## config.mk

```make
export PLATFORM = sky130hd
export DESIGN_NAME = keyed_record_table_flat
export DESIGN_NICKNAME = d
export VERILOG_FILES = /design/src/rtl/krt_pkg.sv /design/src/rtl/krt_req_if.sv /design/src/rtl/krt_rsp_if.sv /design/src/rtl/krt_cell.sv /design/src/rtl/krt_ctrl.sv /design/src/rtl/keyed_record_table.sv /design/src/flat_wrapper.sv
export SDC_FILE = /design/constraint.sdc
export NUM_CORES = 2
export LEC_CHECK = 0
export BUFFER_PORTS_ARGS = -buffer_cell sky130_fd_sc_hd__buf_2
export CAP_MARGIN = 20
export CORE_MARGIN = 2
export CORE_UTILIZATION = 63
export DETAILED_ROUTE_END_ITERATION = 8
export GPL_TIMING_DRIVEN = 0
export PLACE_DENSITY = 0.86
export SETUP_SLACK_MARGIN = 0.4
export SLEW_MARGIN = 15
export SYNTH_ARGS = -nofsm -noshare
export SYNTH_HDL_FRONTEND = slang
export SYNTH_SLANG_ARGS = --single-unit
```

## constraint.sdc

```tcl
create_clock -name clk -period 6.5 [get_ports clk]
set_input_delay 0.325 -clock clk [delete_from_list [all_inputs] [get_ports clk]]
set_output_delay 0.325 -clock clk [all_outputs]
set_load 0.01 [all_outputs]
```

## src/rtl/krt_pkg.sv

```systemverilog
`default_nettype none
package krt_pkg;

	localparam int SLOTS = 64;
	localparam int IDX_W = (SLOTS > 1) ? $clog2(SLOTS) : 1;
	localparam int CNT_W = $clog2(SLOTS + 1);

	localparam int KEY_W = 27;
	localparam int AGE_W = 7;
	localparam int OP_W  = 2;
	localparam int ST_W  = 3;
	localparam int OIDX_W = 6;
	localparam int OCNT_W = 7;

	localparam logic [AGE_W-1:0] AGE_LIMIT   = 7'd100;
	localparam logic [AGE_W-1:0] YOUNG_BELOW = 7'd18;
	localparam logic [AGE_W-1:0] MIDDLE_TOP  = 7'd35;

	typedef enum logic [OP_W-1:0] {
		OP_INSERT = 2'd0,
		OP_DELETE = 2'd1,
		OP_LOOKUP = 2'd2
	} op_t;

	typedef enum logic [ST_W-1:0] {
		ST_OK   = 3'd0,
		ST_FULL = 3'd1,
		ST_DUP  = 3'd2,
		ST_MISS = 3'd3,
		ST_AGE  = 3'd4
	} status_t;

	typedef enum logic [1:0] {
		GRP_YOUNG  = 2'd0,
		GRP_MIDDLE = 2'd1,
		GRP_OLD    = 2'd2
	} grp_t;

	// Search token that walks the row of slots, one slot per cycle.
	typedef struct packed {
		logic             active;
		logic             free_hit;
		logic [IDX_W-1:0] free_idx;
		logic             key_hit;
		logic [IDX_W-1:0] hit_idx;
		logic [AGE_W-1:0] hit_age;
	} krt_token_t;

	// Write broadcast to every slot; only the addressed slot takes it.
	typedef struct packed {
		logic             set;
		logic             clr;
		logic [IDX_W-1:0] idx;
		logic [KEY_W-1:0] key;
		logic [AGE_W-1:0] age;
	} krt_commit_t;

	function automatic grp_t age_group(input logic [AGE_W-1:0] age);
		grp_t g;
		if (age < YOUNG_BELOW) begin
			g = GRP_YOUNG;
		end else if (age > MIDDLE_TOP) begin
			g = GRP_OLD;
		end else begin
			g = GRP_MIDDLE;
		end
		return g;
	endfunction

	function automatic logic [OCNT_W-1:0] sat_count(input logic [CNT_W-1:0] c);
		logic [OCNT_W-1:0] r;
		if (32'(c) > 127) begin
			r = 7'd127;
		end else begin
			r = OCNT_W'(c);
		end
		return r;
	endfunction

endpackage
`default_nettype wire

```

## src/rtl/krt_req_if.sv

```systemverilog
`default_nettype none
interface krt_req_if;
	logic        valid;
	logic        ready;
	logic [1:0]  opcode;
	logic [26:0] record_key;
	logic [6:0]  record_age;

	modport source (output valid, output opcode, output record_key, output record_age,
		input ready);
	modport sink (input valid, input opcode, input record_key, input record_age,
		output ready);
endinterface
`default_nettype wire

```

## src/rtl/krt_rsp_if.sv

```systemverilog
`default_nettype none
interface krt_rsp_if;
	logic       valid;
	logic       ready;
	logic [2:0] status;
	logic       found;
	logic [5:0] slot_index;
	logic [6:0] found_age;
	logic [6:0] count_young;
	logic [6:0] count_middle;
	logic [6:0] count_old;

	modport source (output valid, output status, output found, output slot_index,
		output found_age, output count_young, output count_middle, output count_old,
		input ready);
	modport sink (input valid, input status, input found, input slot_index,
		input found_age, input count_young, input count_middle, input count_old,
		output ready);
endinterface
`default_nettype wire

```

## src/rtl/krt_cell.sv

```systemverilog
`default_nettype none
module krt_cell (
	input  wire logic                      clk,
	input  wire logic                      arst_n,
	input  wire logic [krt_pkg::IDX_W-1:0] slot_id,
	input  wire logic [krt_pkg::KEY_W-1:0] key,
	input  wire krt_pkg::krt_token_t       tok_in,
	input  wire krt_pkg::krt_commit_t      commit,
	output krt_pkg::krt_token_t            tok_out
);
	import krt_pkg::*;

	logic             valid_q;
	logic [KEY_W-1:0] key_q;
	logic [AGE_W-1:0] age_q;
	krt_token_t       tok_nxt;
	krt_token_t       tok_q;
	logic             addressed;

	assign addressed = (commit.idx == slot_id);

	always_comb begin
		tok_nxt = tok_in;
		if (tok_in.active) begin
			// The first free slot and the first matching in-use slot win.
			if (!tok_in.free_hit && !valid_q) begin
				tok_nxt.free_hit = 1'b1;
				tok_nxt.free_idx = slot_id;
			end
			if (!tok_in.key_hit && valid_q && (key_q == key)) begin
				tok_nxt.key_hit = 1'b1;
				tok_nxt.hit_idx = slot_id;
				tok_nxt.hit_age = age_q;
			end
		end
	end

	always_ff @(posedge clk or negedge arst_n) begin
		if (!arst_n) begin
			valid_q <= 1'b0;
		end else if (addressed && commit.set) begin
			valid_q <= 1'b1;
		end else if (addressed && commit.clr) begin
			valid_q <= 1'b0;
		end
	end

	always_ff @(posedge clk) begin
		if (addressed && commit.set) begin
			key_q <= commit.key;
			age_q <= commit.age;
		end
	end

	always_ff @(posedge clk or negedge arst_n) begin
		if (!arst_n) begin
			tok_q <= '0;
		end else begin
			tok_q <= tok_nxt;
		end
	end

	assign tok_out = tok_q;

endmodule
`default_nettype wire

```

## src/rtl/krt_ctrl.sv

```systemverilog
`default_nettype none
module krt_ctrl (
	input  wire logic                      clk,
	input  wire logic                      arst_n,
	krt_req_if.sink                        req,
	krt_rsp_if.source                      rsp,
	output krt_pkg::krt_token_t            tok_first,
	input  wire krt_pkg::krt_token_t       tok_last,
	output logic [krt_pkg::KEY_W-1:0]      key,
	output krt_pkg::krt_commit_t           commit
);
	import krt_pkg::*;

	typedef enum logic [2:0] {
		S_IDLE = 3'b001,
		S_SCAN = 3'b010,
		S_FIN  = 3'b100
	} state_t;

	state_t            state_q;
	logic              start_q;
	logic [OP_W-1:0]   op_q;
	logic [KEY_W-1:0]  key_q;
	logic [AGE_W-1:0]  age_q;
	krt_token_t        res_q;
	logic [CNT_W-1:0]  young_q;
	logic [CNT_W-1:0]  middle_q;
	logic [CNT_W-1:0]  old_q;

	logic              rsp_valid_q;
	logic [ST_W-1:0]   status_q;
	logic              found_q;
	logic [IDX_W-1:0]  idx_q;
	logic [AGE_W-1:0]  fage_q;

	logic              req_fire;
	logic              fire;
	krt_commit_t       cmt;
	status_t           d_status;
	logic              d_found;
	logic [IDX_W-1:0]  d_idx;
	logic [AGE_W-1:0]  d_fage;
	grp_t              inc_grp;
	grp_t              dec_grp;

	assign req.ready = (state_q == S_IDLE);
	assign req_fire  = req.valid && req.ready;
	// The result leaves once the output register is empty or being emptied.
	assign fire      = (state_q == S_FIN) && (!rsp_valid_q || rsp.ready);

	assign key = key_q;

	always_comb begin
		tok_first          = '0;
		tok_first.active   = start_q;
	end

	always_comb begin
		cmt      = '0;
		d_status = ST_OK;
		d_found  = 1'b0;
		d_idx    = '0;
		d_fage   = '0;
		unique case (op_q)
			OP_INSERT: begin
				if (!res_q.free_hit) begin
					d_status = ST_FULL;
				end else if (age_q > AGE_LIMIT) begin
					d_status = ST_AGE;
				end else if (res_q.key_hit) begin
					d_status = ST_DUP;
					d_found  = 1'b1;
					d_idx    = res_q.hit_idx;
				end else begin
					cmt.set = 1'b1;
					cmt.idx = res_q.free_idx;
					cmt.key = key_q;
					cmt.age = age_q;
					d_idx   = res_q.free_idx;
				end
			end
			OP_DELETE: begin
				if (!res_q.key_hit) begin
					d_status = ST_MISS;
				end else begin
					cmt.clr = 1'b1;
					cmt.idx = res_q.hit_idx;
					d_found = 1'b1;
					d_idx   = res_q.hit_idx;
				end
			end
			OP_LOOKUP: begin
				if (!res_q.key_hit) begin
					d_status = ST_MISS;
				end else begin
					d_found = 1'b1;
					d_idx   = res_q.hit_idx;
					d_fage  = res_q.hit_age;
				end
			end
			default: begin
			end
		endcase
	end

	always_comb begin
		commit = cmt;
		if (!fire) begin
			commit.set = 1'b0;
			commit.clr = 1'b0;
		end
	end

	assign inc_grp = age_group(age_q);
	assign dec_grp = age_group(res_q.hit_age);

	always_ff @(posedge clk or negedge arst_n) begin
		if (!arst_n) begin
			state_q <= S_IDLE;
			start_q <= 1'b0;
		end else begin
			start_q <= req_fire;
			unique case (state_q)
				S_IDLE: begin
					if (req_fire) begin
						state_q <= S_SCAN;
					end
				end
				S_SCAN: begin
					if (tok_last.active) begin
						state_q <= S_FIN;
					end
				end
				S_FIN: begin
					if (fire) begin
						state_q <= S_IDLE;
					end
				end
				default: begin
					state_q <= S_IDLE;
				end
			endcase
		end
	end

	always_ff @(posedge clk) begin
		if (req_fire) begin
			op_q  <= req.opcode;
			key_q <= req.record_key;
			age_q <= req.record_age;
		end
		if ((state_q == S_SCAN) && tok_last.active) begin
			res_q <= tok_last;
		end
	end

	always_ff @(posedge clk or negedge arst_n) begin
		if (!arst_n) begin
			young_q  <= '0;
			middle_q <= '0;
			old_q    <= '0;
		end else if (commit.set) begin
			unique case (inc_grp)
				GRP_YOUNG:  young_q  <= young_q + CNT_W'(1);
				GRP_MIDDLE: middle_q <= middle_q + CNT_W'(1);
				GRP_OLD:    old_q    <= old_q + CNT_W'(1);
				default: begin
				end
			endcase
		end else if (commit.clr) begin
			unique case (dec_grp)
				GRP_YOUNG:  young_q  <= young_q - CNT_W'(1);
				GRP_MIDDLE: middle_q <= middle_q - CNT_W'(1);
				GRP_OLD:    old_q    <= old_q - CNT_W'(1);
				default: begin
				end
			endcase
		end
	end

	always_ff @(posedge clk or negedge arst_n) begin
		if (!arst_n) begin
			rsp_valid_q <= 1'b0;
		end else if (fire) begin
			rsp_valid_q <= 1'b1;
		end else if (rsp.ready) begin
			rsp_valid_q <= 1'b0;
		end
	end

	always_ff @(posedge clk) begin
		if (fire) begin
			status_q <= d_status;
			found_q  <= d_found;
			idx_q    <= d_idx;
			fage_q   <= d_fage;
		end
	end

	// The counts are sampled after the table update of the same request.
	assign rsp.valid        = rsp_valid_q;
	assign rsp.status       = status_q;
	assign rsp.found        = found_q;
	assign rsp.slot_index   = OIDX_W'(idx_q);
	assign rsp.found_age    = fage_q;
	assign rsp.count_young  = sat_count(young_q);
	assign rsp.count_middle = sat_count(middle_q);
	assign rsp.count_old    = sat_count(old_q);

`ifndef SYNTHESIS
	a_counts_bounded: assert property (@(posedge clk) disable iff (!arst_n)
		(32'(young_q) + 32'(middle_q) + 32'(old_q)) <= SLOTS)
		else $error("group counts exceed the number of slots");

	a_token_in_scan: assert property (@(posedge clk) disable iff (!arst_n)
		tok_last.active |-> (state_q == S_SCAN))
		else $error("search token left the row outside a scan");

	a_start_follows_req: assert property (@(posedge clk) disable iff (!arst_n)
		req_fire |=> (start_q && (state_q == S_SCAN)))
		else $error("accepted request did not launch a scan");

	a_commit_gives_rsp: assert property (@(posedge clk) disable iff (!arst_n)
		(commit.set || commit.clr) |=> rsp_valid_q)
		else $error("table update without a response");
`endif

endmodule
`default_nettype wire

```

## src/rtl/keyed_record_table.sv

```systemverilog
// keyed_record_table: a table of SLOTS slots, each holding a key and an age.
// The req channel takes one request (opcode, record_key, record_age): insert
// into the lowest free slot, delete a matching key, or look a key up. The rsp
// channel returns one response per request with status, found, slot_index,
// found_age and the in-use counts of the three age groups after the request.
// Requests are taken one at a time. A search token walks the row of slot
// cells, one cell per clock; the controller registers the token leaving the
// row and then loads the response; a new request is taken only after the
// previous one has loaded its response and the controller is idle. The table
// update happens in the cycle the response is loaded.
// The output register holds a response until rsp.ready is seen; the next
// request is taken meanwhile and scans, but waits before its update while a
// response is still pending. Asynchronous reset (arst_n low) frees every
// slot, zeroes the counts and drops any request in flight; keys and ages of
// free slots are never read.
`default_nettype none
module keyed_record_table (
	input  wire logic clk,
	input  wire logic arst_n,
	krt_req_if.sink   req,
	krt_rsp_if.source rsp
);
	import krt_pkg::*;

	krt_token_t       tok [SLOTS+1];
	logic [KEY_W-1:0] key;
	krt_commit_t      commit;

	krt_ctrl u_ctrl (
		.clk       (clk),
		.arst_n    (arst_n),
		.req       (req),
		.rsp       (rsp),
		.tok_first (tok[0]),
		.tok_last  (tok[SLOTS]),
		.key       (key),
		.commit    (commit)
	);

	for (genvar i = 0; i < SLOTS; i++) begin : g_cell
		krt_cell u_cell (
			.clk     (clk),
			.arst_n  (arst_n),
			.slot_id (IDX_W'(i)),
			.key     (key),
			.tok_in  (tok[i]),
			.commit  (commit),
			.tok_out (tok[i+1])
		);
	end

endmodule
`default_nettype wire
```

## src/flat_wrapper.sv

```systemverilog
// flat-port wrapper written by rule: the top's interface ports become plain ports
module keyed_record_table_flat import krt_pkg::*;
  (clk, arst_n, req_valid, req_opcode, req_record_key, req_record_age, req_ready, rsp_valid, rsp_status, rsp_found, rsp_slot_index, rsp_found_age, rsp_count_young, rsp_count_middle, rsp_count_old, rsp_ready);
  krt_req_if req_i ();
  krt_rsp_if rsp_i ();
  input  wire logic clk;
  input  wire logic arst_n;
  input wire logic [$bits(req_i.valid)-1:0] req_valid;
  input wire logic [$bits(req_i.opcode)-1:0] req_opcode;
  input wire logic [$bits(req_i.record_key)-1:0] req_record_key;
  input wire logic [$bits(req_i.record_age)-1:0] req_record_age;
  output wire logic [$bits(req_i.ready)-1:0] req_ready;
  output wire logic [$bits(rsp_i.valid)-1:0] rsp_valid;
  output wire logic [$bits(rsp_i.status)-1:0] rsp_status;
  output wire logic [$bits(rsp_i.found)-1:0] rsp_found;
  output wire logic [$bits(rsp_i.slot_index)-1:0] rsp_slot_index;
  output wire logic [$bits(rsp_i.found_age)-1:0] rsp_found_age;
  output wire logic [$bits(rsp_i.count_young)-1:0] rsp_count_young;
  output wire logic [$bits(rsp_i.count_middle)-1:0] rsp_count_middle;
  output wire logic [$bits(rsp_i.count_old)-1:0] rsp_count_old;
  input wire logic [$bits(rsp_i.ready)-1:0] rsp_ready;
  assign req_i.valid = req_valid;
  assign req_i.opcode = req_opcode;
  assign req_i.record_key = req_record_key;
  assign req_i.record_age = req_record_age;
  assign req_ready = req_i.ready;
  assign rsp_valid = rsp_i.valid;
  assign rsp_status = rsp_i.status;
  assign rsp_found = rsp_i.found;
  assign rsp_slot_index = rsp_i.slot_index;
  assign rsp_found_age = rsp_i.found_age;
  assign rsp_count_young = rsp_i.count_young;
  assign rsp_count_middle = rsp_i.count_middle;
  assign rsp_count_old = rsp_i.count_old;
  assign rsp_i.ready = rsp_ready;
  keyed_record_table u_core (.clk(clk), .arst_n(arst_n), .req(req_i), .rsp(rsp_i));
endmodule
```

==> results.json <==
{
  "layout-drive-gt1-share": 0.225,
  "async_flop_share": 0.379,
  "area_delta_synth_final_pct": 14.0,
  "fmax_mhz": 204,
  "dp_hpwl_mm": 248,
  "power_density_nw_per_um2": 332,
  "critPathArrivalTime_ps": 5540,
  "worst_pin_slew_ps": 1270,
  "die_h_um": 470,
  "tritoncts": "done",
  "startpoint_type": "register",
  "r2r_setup_slack_ps": 1600,
  "cp_max_fo": 28,
  "io_pins": 80,
  "synth_area_leaders": "edfxtp_1 (49%), dfrtp_1 (25%), xor2_1 (7.1%)",
  "grt_use_met1": 0.445,
  "drc": 0,
  "finalMaxSlewViolations": 0,
  "top_usage_layer": "met2",
  "fin_crit_ps": 4900,
  "drtIter0Drc": 15388,
  "grt_pass1_wl_mm": 598,
  "drv_cap": 0,
  "final_common_cell": "edfxtp_1",
  "h-tree-depth": 5,
  "hold_viol": 0,
  "cp.required_ps": 7140,
  "rows": 170,
  "hold_path_class": "in2reg",
  "critical_path_class": "reg2reg",
  "core_area_um2": 215000,
  "hold_slack_ps": 52.8,
  "grt_pass1_vias": 81067,
  "root_buffer": "clkbuf_16",
  "place_inst": 11178,
  "grt_use_met2": 0.564,
  "fin_crit_sh": 0.753,
  "irDropWorstVdd_uv": 318,
  "slew_headroom": 0.143,
  "finish.net_count": 8808,
  "postLayoutCoreUtil": 0.724,
  "layout.cells.non_filler": 11885,
  "rr_worst_depth": 9,
  "synth_top_area_cell": "edfxtp_1",
  "finClkSkew_ps": 71.5,
  "outcome": "finished, final reports clean",
  "crit_start": "u_core.u_ctrl.state_q[2]$_DFFE_PN0P_",
  "fin_setup_tns_ps": 0,
  "syn_nets": 8204,
  "dr.pass1.iters": 9,
  "synth-edff-count": 2250,
  "cts_hold_buf": 41,
  "synth_top_area_frac": 0.494,
  "ctsResizeCount": 0,
  "vias": 80539,
  "clk_pin_slew_ps": 60,
  "synth_cell_types": 52,
  "fp.dieW_um": 470,
  "synthFlopType": "edfxtp_1",
  "numCtsBuffers": 356,
  "r2r_start": "u_core.u_ctrl.state_q[2]$_DFFE_PN0P_",
  "gr-usage-all-layers": 0.391,
  "die_area_um2": 221000,
  "setup_viol_count_final": 0,
  "end_kind": "register",
  "yosysWarnings": 0,
  "leakagePower_uw": 0.0683,
  "grt_max_degree": 162,
  "synthesis.area_um2": 137000,
  "antenna_found_initial": 42,
  "gp_congestion": 0.946,
  "gr-usage-met3": 0.180,
  "reg2reg_to": "u_core.g_cell[16].u_cell.age_q[0]$_DFFE_PP_",
  "syn_inst": 8139,
  "postRouteAntennaNets": 0,
  "wl_per_cell_um": 36.4,
  "wirelength_mm": 433,
  "post_cts_buffers": 0,
  "portBuffers": 79,
  "gr-total-overflow": 0,
  "avgViaCountPerCell": 6.78,
  "start_util": 0.635,
  "crit_end": "u_core.g_cell[16].u_cell.age_q[0]$_DFFE_PP_",
  "layout_common_cells": "edfxtp_1 (2250), dfrtp_1 (1371), xor2_1 (1113), xnor2_1 (632), mux2_2 (444)",
  "clock_tree.buffer_depth": 4,
  "cts.sinks": 3622,
  "yosysSeqAreaShare": 0.746,
  "clk_latency_ps": 990,
  "syn_avg_cell_area_um2": 16.8,
  "grt_setup_unrepaired": "false",
  "ys_seq_elements": 3622
}
-- cells by family after synthesis --
logic type,count (synthesis),share of synthesized area
XOR/XNOR,1745,0.112
buffers and inverters,307,0.0144
AO/OA/AOI/OAI,201,0.00828
multiplexers,444,0.0366
adder cells (fa/ha/maj),25,0.00245
AND/OR/NAND/NOR,1795,0.0808
flip-flops,3622,0.746
-- cell usage after synthesis, types with 5 or more instances --
cell      instances
mux2_2          444
o21ai_0         124
nand2_1          83
nand2b_1        129
a22oi_1           9
o21ai_1          18
a21o_1            7
o31a_1            5
nor4_2           41
nor4_1          264
nor3_1           72
and2_1           45
nand3_1          72
and3_1            7
nor2b_1         264
clkbuf_1         19
nor4_4           17
buf_6            43
or2_2           435
nor2_1          146
inv_1            13
ha_1             22
a21oi_1          21
xnor2_1         632
buf_4            80
edfxtp_1       2250
nand4_1         203
xor2_1         1113
buf_2           151
dfrtp_1        1371
-- routing by layer --
layer	routed length, µm	up-vias	part of all wire
met5	290	-	0.00067
met4	48000	34	0.11
met3	72500	2606	0.17
met2	184000	8295	0.43
met1	128000	39599	0.29
li1	-	30005	-
-- how the worst min path moves through the flow --
stage                                                         from                                        endpoint  slack, ps  cells past startpoint
floorplan                                                   arst_n    u_core.g_cell[0].u_cell.tok_out[0]$_DFF_PN0_         30                      0
global placement    u_core.g_cell[10].u_cell.tok_out[21]$_DFF_PN0_  u_core.g_cell[11].u_cell.tok_out[21]$_DFF_PN0_        380                      0
detailed placement                                          arst_n  u_core.g_cell[63].u_cell.tok_out[16]$_DFF_PN0_        310                      1
CTS                                              req_record_key[2]                  u_core.u_ctrl.key[2]$_DFFE_PP_         30                      2
global route                                     req_record_key[2]                  u_core.u_ctrl.key[2]$_DFFE_PP_         70                      2
finish                                           req_record_key[2]                  u_core.u_ctrl.key[2]$_DFFE_PP_         50                      2
-- area by class of cell --
type / count / area [µm²]
clock buffer: 470 / 9720
tap: 2838 / 3550
sequential: 3622 / 102000
multi-input combinational: 4210 / 33400
antenna: 25 / 62.6
inverter: 13 / 48.8
timing repair buffer: 246 / 3640
buffer: 294 / 1920
fill: 11252 / 59300
clock inverter: 167 / 1510
-- power breakdown --
part	total, µW	internal [µW]	switching, µW
registers	25200	24900	269
clock network	20300	11500	8800
logic	6330	1770	4550
-- state kept, by name, summed over array words and instances, names as in the netlist, 21 cells and up --
| name | flops |
|---|---|
| u_core.g_cell.u_cell.age_q | 448 |
| u_core.g_cell.u_cell.key_q | 1728 |
| u_core.g_cell.u_cell.tok_out | 1282 |
| u_core.g_cell.u_cell.valid_q | 64 |
| u_core.u_ctrl.key | 27 |
| u_core.u_ctrl.res_q | 21 |
-- worst max-delay path, cell delays in order, from the launching register on --
cell and delay (ps):
dfrtp_1 430, or3b_1 450, nor2_2 810, nand3_1 230, buf_2 400, inv_1 370
nand3b_1 400, clkbuf_1 560, nor2_4 630, buf_16 240
-- through the flow --
| stage | worst slack, ps | instance area [µm²] | total power (µW) |
|---|---|---|---|
| 6_report | 1600 | 156000 | 51800 |
| 5_1_grt | 1500 | 156000 | 52500 |
| 2_1_floorplan | 2000 | 137000 | 28700 |
| 3_5_place_dp | 1830 | 144000 | 31200 |
| 3_3_place_gp | -22970 | 141000 | 31000 |
| 4_1_cts | 1770 | 156000 | 51200 |
Power figures use the tool's default switching activity.
